## src/rtl/spmq_pkg.sv

```systemverilog
// Shared types, constants and index helpers for the sorted priority message queue.
`default_nettype none

package spmq_pkg;

  localparam int Depth    = 16;
  localparam int PrioBits = 8;
  localparam int PayloadW = 32;
  localparam int PrioInW  = 8;
  localparam int FillW    = 5;
  localparam int IdxW     = $clog2(Depth);
  localparam int CntW     = $clog2(Depth + 1);
  localparam int EntryW   = PrioBits + PayloadW;

  typedef logic [IdxW-1:0]     idx_t;
  typedef logic [CntW-1:0]     cnt_t;
  typedef logic [PrioBits-1:0] prio_t;
  typedef logic [PayloadW-1:0] payload_t;

  localparam logic [IdxW:0] DepthX  = (IdxW + 1)'(Depth);
  localparam cnt_t          CntFull = CntW'(Depth);
  localparam idx_t          IdxLast = IdxW'(Depth - 1);
  localparam prio_t         PrioMax = '1;

  typedef enum logic [1:0] {
    ReqOrdered = 2'd0,
    ReqHead    = 2'd1,
    ReqTail    = 2'd2,
    ReqGet     = 2'd3
  } req_e;

  typedef enum logic [1:0] {
    StDone  = 2'd0,
    StFull  = 2'd1,
    StEmpty = 2'd2
  } status_e;

  typedef enum logic [1:0] {
    SqIdle,
    SqScan,
    SqPop,
    SqResp
  } seq_state_e;

  typedef struct packed {
    payload_t payload;
    status_e  status;
    cnt_t     fill;
  } result_t;

  typedef struct packed {
    logic    idle;
    logic    res_valid;
    result_t res;
  } seq_out_t;

  function automatic idx_t idx_add(idx_t a, idx_t b);
    logic [IdxW:0] s;
    s = {1'b0, a} + {1'b0, b};
    if (s >= DepthX) begin
      s = s - DepthX;
    end
    return s[IdxW-1:0];
  endfunction

  function automatic idx_t idx_inc(idx_t a);
    return idx_add(a, idx_t'(1));
  endfunction

  function automatic idx_t idx_dec(idx_t a);
    return (a == '0) ? IdxLast : idx_t'(a - idx_t'(1));
  endfunction

endpackage

`default_nettype wire

```

## src/rtl/spmq_ram.sv

```systemverilog
// Generic single-write, single-read RAM with registered read data.
`default_nettype none

module spmq_ram #(
  parameter int Width = 8,
  parameter int Depth = 16
) (
  input  wire logic                     clk_i,
  input  wire logic                     we_i,
  input  wire logic [$clog2(Depth)-1:0] waddr_i,
  input  wire logic [Width-1:0]         wdata_i,
  input  wire logic [$clog2(Depth)-1:0] raddr_i,
  output logic      [Width-1:0]         rdata_o
);

  logic [Width-1:0] mem_q [Depth];

  always_ff @(posedge clk_i) begin
    if (we_i) begin
      mem_q[waddr_i] <= wdata_i;
    end
    rdata_o <= mem_q[raddr_i];
  end

endmodule

`default_nettype wire

```

## src/rtl/spmq_seq.sv

```systemverilog
// Sequencer: circular store pointers, backward insertion walk and result build.
`default_nettype none

module spmq_seq (
  input  wire logic                         clk_i,
  input  wire logic                         rst_ni,
  input  wire logic                         in_acc_i,
  input  wire logic [1:0]                   req_type_i,
  input  wire logic [spmq_pkg::PayloadW-1:0] payload_i,
  input  wire logic [spmq_pkg::PrioInW-1:0]  prio_i,
  input  wire logic                         out_free_i,
  output spmq_pkg::seq_out_t                seq_o
);

  spmq_pkg::seq_state_e state_q, state_d;
  spmq_pkg::idx_t       head_q, head_d;
  spmq_pkg::cnt_t       cnt_q, cnt_d;
  spmq_pkg::idx_t       wp_q, wp_d;
  spmq_pkg::prio_t      pr_q, pr_d;
  spmq_pkg::payload_t   pl_q, pl_d;
  spmq_pkg::result_t    res_q, res_d;

  logic                              we;
  spmq_pkg::idx_t                    waddr;
  spmq_pkg::idx_t                    raddr;
  logic [spmq_pkg::EntryW-1:0]       wdata;
  logic [spmq_pkg::EntryW-1:0]       rdata;
  spmq_pkg::prio_t                   rd_prio;
  spmq_pkg::idx_t                    tail;
  logic                              full;
  logic                              move;
  spmq_pkg::req_e                    req;

  spmq_ram #(
    .Width(spmq_pkg::EntryW),
    .Depth(spmq_pkg::Depth)
  ) u_ram (
    .clk_i  (clk_i),
    .we_i   (we),
    .waddr_i(waddr),
    .wdata_i(wdata),
    .raddr_i(raddr),
    .rdata_o(rdata)
  );

  assign req     = spmq_pkg::req_e'(req_type_i);
  assign rd_prio = rdata[spmq_pkg::EntryW-1 -: spmq_pkg::PrioBits];
  assign tail    = spmq_pkg::idx_add(head_q, cnt_q[spmq_pkg::IdxW-1:0]);
  assign full    = (cnt_q == spmq_pkg::CntFull);
  assign move    = (wp_q != head_q) && (rd_prio < pr_q);

  always_ff @(posedge clk_i or negedge rst_ni) begin
    if (!rst_ni) begin
      state_q <= spmq_pkg::SqIdle;
      head_q  <= '0;
      cnt_q   <= '0;
    end else begin
      state_q <= state_d;
      head_q  <= head_d;
      cnt_q   <= cnt_d;
    end
  end

  always_ff @(posedge clk_i) begin
    wp_q  <= wp_d;
    pr_q  <= pr_d;
    pl_q  <= pl_d;
    res_q <= res_d;
  end

  always_comb begin
    state_d = state_q;
    head_d  = head_q;
    cnt_d   = cnt_q;
    wp_d    = wp_q;
    pr_d    = pr_q;
    pl_d    = pl_q;
    res_d   = res_q;
    we      = 1'b0;
    waddr   = wp_q;
    wdata   = {pr_q, pl_q};
    raddr   = spmq_pkg::idx_dec(wp_q);

    unique case (state_q)
      spmq_pkg::SqIdle: begin
        if (in_acc_i) begin
          res_d = '{payload: '0, status: spmq_pkg::StDone, fill: cnt_q};
          unique case (req)
            spmq_pkg::ReqGet: begin
              if (cnt_q == '0) begin
                res_d.status = spmq_pkg::StEmpty;
                state_d      = spmq_pkg::SqResp;
              end else begin
                raddr   = head_q;
                state_d = spmq_pkg::SqPop;
              end
            end
            spmq_pkg::ReqHead: begin
              if (full) begin
                res_d.status = spmq_pkg::StFull;
              end else begin
                we         = 1'b1;
                waddr      = spmq_pkg::idx_dec(head_q);
                wdata      = {spmq_pkg::PrioMax, payload_i};
                head_d     = spmq_pkg::idx_dec(head_q);
                cnt_d      = cnt_q + spmq_pkg::cnt_t'(1);
                res_d.fill = cnt_d;
              end
              state_d = spmq_pkg::SqResp;
            end
            spmq_pkg::ReqTail: begin
              if (full) begin
                res_d.status = spmq_pkg::StFull;
              end else begin
                we         = 1'b1;
                waddr      = tail;
                wdata      = {spmq_pkg::prio_t'(0), payload_i};
                cnt_d      = cnt_q + spmq_pkg::cnt_t'(1);
                res_d.fill = cnt_d;
              end
              state_d = spmq_pkg::SqResp;
            end
            spmq_pkg::ReqOrdered: begin
              if (full) begin
                res_d.status = spmq_pkg::StFull;
                state_d      = spmq_pkg::SqResp;
              end else begin
                wp_d    = tail;
                raddr   = spmq_pkg::idx_dec(tail);
                pr_d    = prio_i[spmq_pkg::PrioBits-1:0];
                pl_d    = payload_i;
                state_d = spmq_pkg::SqScan;
              end
            end
            default: ;
          endcase
        end
      end
      spmq_pkg::SqScan: begin
        we = 1'b1;
        if (move) begin
          // shift the lower-priority entry back one place, look one further forward
          wdata = rdata;
          wp_d  = spmq_pkg::idx_dec(wp_q);
          raddr = spmq_pkg::idx_dec(spmq_pkg::idx_dec(wp_q));
        end else begin
          cnt_d      = cnt_q + spmq_pkg::cnt_t'(1);
          res_d.fill = cnt_d;
          state_d    = spmq_pkg::SqResp;
        end
      end
      spmq_pkg::SqPop: begin
        res_d.payload = rdata[spmq_pkg::PayloadW-1:0];
        head_d        = spmq_pkg::idx_inc(head_q);
        cnt_d         = cnt_q - spmq_pkg::cnt_t'(1);
        res_d.fill    = cnt_d;
        state_d       = spmq_pkg::SqResp;
      end
      spmq_pkg::SqResp: begin
        if (out_free_i) begin
          state_d = spmq_pkg::SqIdle;
        end
      end
      default: state_d = spmq_pkg::SqIdle;
    endcase
  end

  assign seq_o.idle      = (state_q == spmq_pkg::SqIdle);
  assign seq_o.res_valid = (state_q == spmq_pkg::SqResp);
  assign seq_o.res       = res_q;

endmodule

`default_nettype wire

```

## src/rtl/sorted_priority_message_queue.sv

```systemverilog
// Sorted priority message queue: top level with input handshake and output register.
//
// Usage: one request transaction on the input channel (req_type_i, payload_i,
// prio_i) yields exactly one result transaction on the output channel
// (out_payload_o, status_o, fill_o). Requests are ordered put, put at head,
// put at tail and get; up to Depth entries are held in a circular store in
// a single RAM, front entry served first.
// Timing: in_stall_o is high while a request is being worked on, so one
// request is in flight at a time. Head put, tail put, full and empty
// answers enter the result register on acceptance and go on to the output
// register; a get first reads the front entry in a pop state. An ordered
// put walks backward from the tail, one RAM entry per cycle through a
// single priority comparator, moving up to Depth - 1 lower-priority entries back.
// The next request is taken in the cycle after the output register loads.
// Reset empties the store at once; no clearing pass is needed.
// When out_stall_i holds the output register, the finished result waits in
// the sequencer and the next request is taken only after it moves out.
`default_nettype none

module sorted_priority_message_queue (
  input  wire logic                          clk_i,
  input  wire logic                          rst_ni,
  input  wire logic                          in_valid_i,
  output logic                               in_stall_o,
  input  wire logic [1:0]                    req_type_i,
  input  wire logic [spmq_pkg::PayloadW-1:0] payload_i,
  input  wire logic [spmq_pkg::PrioInW-1:0]  prio_i,
  output logic                               out_valid_o,
  input  wire logic                          out_stall_i,
  output logic [spmq_pkg::PayloadW-1:0]      out_payload_o,
  output logic [1:0]                         status_o,
  output logic [spmq_pkg::FillW-1:0]         fill_o
);

  spmq_pkg::seq_out_t seq;
  spmq_pkg::result_t  out_q;
  logic               out_valid_q, out_valid_d;
  logic               out_free;
  logic               in_acc;
  logic               load;

  assign in_stall_o = !seq.idle;
  assign in_acc     = in_valid_i && !in_stall_o;
  assign out_free   = !out_valid_q || !out_stall_i;
  assign load       = seq.res_valid && out_free;

  spmq_seq u_seq (
    .clk_i     (clk_i),
    .rst_ni    (rst_ni),
    .in_acc_i  (in_acc),
    .req_type_i(req_type_i),
    .payload_i (payload_i),
    .prio_i    (prio_i),
    .out_free_i(out_free),
    .seq_o     (seq)
  );

  always_comb begin
    out_valid_d = out_valid_q;
    if (load) begin
      out_valid_d = 1'b1;
    end else if (out_free) begin
      out_valid_d = 1'b0;
    end
  end

  always_ff @(posedge clk_i or negedge rst_ni) begin
    if (!rst_ni) begin
      out_valid_q <= 1'b0;
    end else begin
      out_valid_q <= out_valid_d;
    end
  end

  always_ff @(posedge clk_i) begin
    if (load) begin
      out_q <= seq.res;
    end
  end

  assign out_valid_o   = out_valid_q;
  assign out_payload_o = out_q.payload;
  assign status_o      = out_q.status;
  assign fill_o        = spmq_pkg::FillW'(out_q.fill);

endmodule

`default_nettype wire

```

## config.mk

```make
export PLATFORM = sky130hd
export DESIGN_NAME = sorted_priority_message_queue
export DESIGN_NICKNAME = d
export VERILOG_FILES = /design/src/rtl/spmq_pkg.sv /design/src/rtl/spmq_ram.sv /design/src/rtl/spmq_seq.sv /design/src/rtl/sorted_priority_message_queue.sv
export SDC_FILE = /design/constraint.sdc
export NUM_CORES = 1
export LEC_CHECK = 0
export ABC_CLOCK_PERIOD_IN_PS = 12100
export BUFFER_PORTS_ARGS = -buffer_cell sky130_fd_sc_hd__buf_2
export CAP_MARGIN = 30
export CORE_UTILIZATION = 30
export DETAILED_ROUTE_END_ITERATION = 12
export PLACE_DENSITY_LB_ADDON = 0.05
export SLEW_MARGIN = 20
export SYNTH_ARGS = -nofsm -noshare
export SYNTH_HDL_FRONTEND = slang
export SYNTH_HIERARCHICAL = 1
export SYNTH_SLANG_ARGS = --single-unit
```

## constraint.sdc

```tcl
create_clock -name clk_i -period 12.1 [get_ports clk_i]
set_input_delay 2.42 -clock clk_i [delete_from_list [all_inputs] [get_ports clk_i]]
set_output_delay 2.42 -clock clk_i [all_outputs]
set_load 0.01 [all_outputs]
```

==> results.ini <==
[sta]
hold_viol_final = 0
fin_crit_sh_pct = 52.5
setup_viol = 0
fin_crit_ps = 6350
max_clock_freq_mhz = 157
slew_violations = 0
grt_setup_unrepaired = false
worst_slew_pin_slew_ps = 1100
max_slew_margin_pct = 26.5
fin_skew_ps = 25.2
fin_setup_tns_ps = 0
hold_ws_ps = 416

[final_layout]
multi_input_area_sq_mm = 0.00833
syn_to_final_growth_pct = 16.0
fin_nets = 1951
seq_area_sq_mm = 0.0240
final_layout_size_suffix_gt1_share_pct = 23.5
utilization_pct = 35.1
final_area_sq_mm = 0.0382
fillers = 10100

[clock_tree]
ctsHoldBuffers = 0
cts_buffers = 93
postCtsSetupBuffers = 0
cts_resized = 0
cts_tree = done
path_clk_slew_ps = 60
clk_path_buf_depth = 3
clock-sinks = 814
clk_latency_ps = 670
htree_levels = 3
ctsRootBufferMaster = clkbuf_16

[pwr]
finalPower_uw = 12200
leakagePower_uw = 0.0125
ir_drop_uv = 364
p_per_area_mw_per_mm2 = 320

[route]
num_vias = 17200
wl_per_cell_um = 28.9
firstDrtPassIters = 5
drt-initial-drc-count = 1220
wl_um = 97300
via_per_inst = 5.11
antenna_left = 0
drc = 0

[synthesis]
syn_inst = 1742
synth_area_sq_mm = 0.0329
syn_avg_cell_area_sq_um = 18.9
synth_area_leaders = edfxtp_1 (69%), mux4_2 (6.8%), mux4_1 (4.8%)
synthFlopType = edfxtp_1
async_flop_share_pct = 1.47
yosysMostFrequentCell = edfxtp_1
synth_top_area_share_pct = 69.5
syn_nets = 1819
synth-edff-count = 762
synth_top_cell_by_area = edfxtp_1
yosysWarnings = 6
synth_commonest_cells = edfxtp_1 (762), mux4_2 (100), nand2_1 (91)
synth_seq_cells = 814
ys_seq_area_share_pct = 72.8
yosysUniqueCellTypes = 74

[global_route]
grt_pass1_wl_um = 138000
globalRouteOverflowTotal = 0
antenna_found_initial = 1
grtUsageTotal_pct = 17.7
grt_pass1_vias = 18100
grt_max_degree = 101

[floorplanning]
rows = 121
die_area_sq_mm = 0.111
initial_core_util_pct = 30.3
core_sq_mm = 0.109
die_h_um = 333
die_width_um = 333
io_pins = 87

[worst_setup_path]
start_kind = input pin
path_class = in2reg
cp_data_arrival_time_ps = 6890
cp.required_ps = 12640
worstSetupEndpointType = register
cp_max_fo = 100

[min_path]
min_path_type = reg2reg

[run_status]
outcome = finished clean

[placed_design]
dp.final_hpwl_um = 52700
placed_area_sq_mm = 0.0352
io_buffers = 86
place.gp.congestion = 0.760

[job]
drv_cap = 0

## where the power goes
| group | internal (uW) | total, uW | switching [uW] |
|---|---|---|---|
| combinational | 1960 | 5200 | 3240 |
| sequential | 4090 | 4280 | 192 |
| clock | 1610 | 2750 | 1140 |
## routing by layer
layer | up-vias | wire (um) | track usage (%)
met5 | - | 0 | 0
met4 | 0 | 2110 | 5.03
met3 | 108 | 4200 | 2.68
met2 | 374 | 46300 | 28.7
met1 | 9284 | 44700 | 24.5
li1 | 7428 | - | -
## path summary, 6_finish.rpt
kind	start	to	slack, ps	depth (start not counted)
setup / recovery	req_type_i[1]	u_seq/u_ram/rdata_o[15]	5750	13
hold / removal	u_seq/seq_o[13]	out_payload_o[6]	420	0
setup reg to reg	u_seq/cnt_q[0]	u_seq/u_ram/rdata_o[15]	6650	12
hold reg to reg	u_seq/seq_o[13]	out_payload_o[6]	420	0
max in group asynchronous	rst_ni	u_seq/cnt_q[3]	10160	1
min in group asynchronous	rst_ni	u_seq/state_q[0]	1660	1
## sequential cells by signal, summed over array words and instances (netlist names)
register / flops
u_seq/u_ram/rdata_o: 40
u_seq/cnt_q: 5
u_seq/u_ram/mem_q: 640
fill_o: 5
u_seq/seq_o: 39
u_seq/head_q: 4
status_o: 2
u_seq/pl_q: 32
out_payload_o: 32
u_seq/wp_q: 4
u_seq/state_q: 2
u_seq/pr_q: 8
out_valid_o: 1
## critical path, stage by stage
cell,delay [ps]
buf_2,100
inv_1,60
ha_1,510
nor2b_1,180
o21a_1,200
a21oi_1,190
o22a_1,180
a32o_4,470
buf_12,570
buf_4,810
mux4_1,650
a22oi_1,180
nand2_1,70
## through the flow
stage | worst slack (ps) | cells
final | 5750 | 3365
after global placement | 5100 | 3184
after global routing | 5320 | 3364
after CTS | 5710 | 3364
after floorplan | 4860 | 1742
after detailed placement | 5000 | 3193
## cells in the final DEF (no fill, tap or decap), drive strengths merged, types with 40 or more instances in the layout
master and n:
nand2 91, mux4 160, a22oi 81, dfxtp 40, edfxtp 762, buf 142
clkbuf 131, nor2 59, a21oi 45, nand3 48
## cell families (layout without fill, tap and decap cells)
kind of cell	after synthesis	after routing	synth area share [%]
flops	814	814	72.8
simple gates	295	295	4.32
compound gates	260	260	6.20
mux	192	192	12.6
buf+inv	139	347	2.55
fa+ha+maj	31	31	1.20
xor+xnor	11	11	0.293
other cells	0	1	0
## area by class of cell
cell class | instances | share of cell area [%]
Timing Repair Buffer | 142 | 2.69
Clock inverter | 40 | 0.871
Tap cell | 1414 | 4.63
Sequential cell | 814 | 62.7
Multi-Input combinational cell | 789 | 21.8
Inverter | 34 | 0.334
Antenna cell | 1 | 0.00655
Clock buffer | 131 | 6.94
Note: power is estimated with default switching activity, not from simulation.
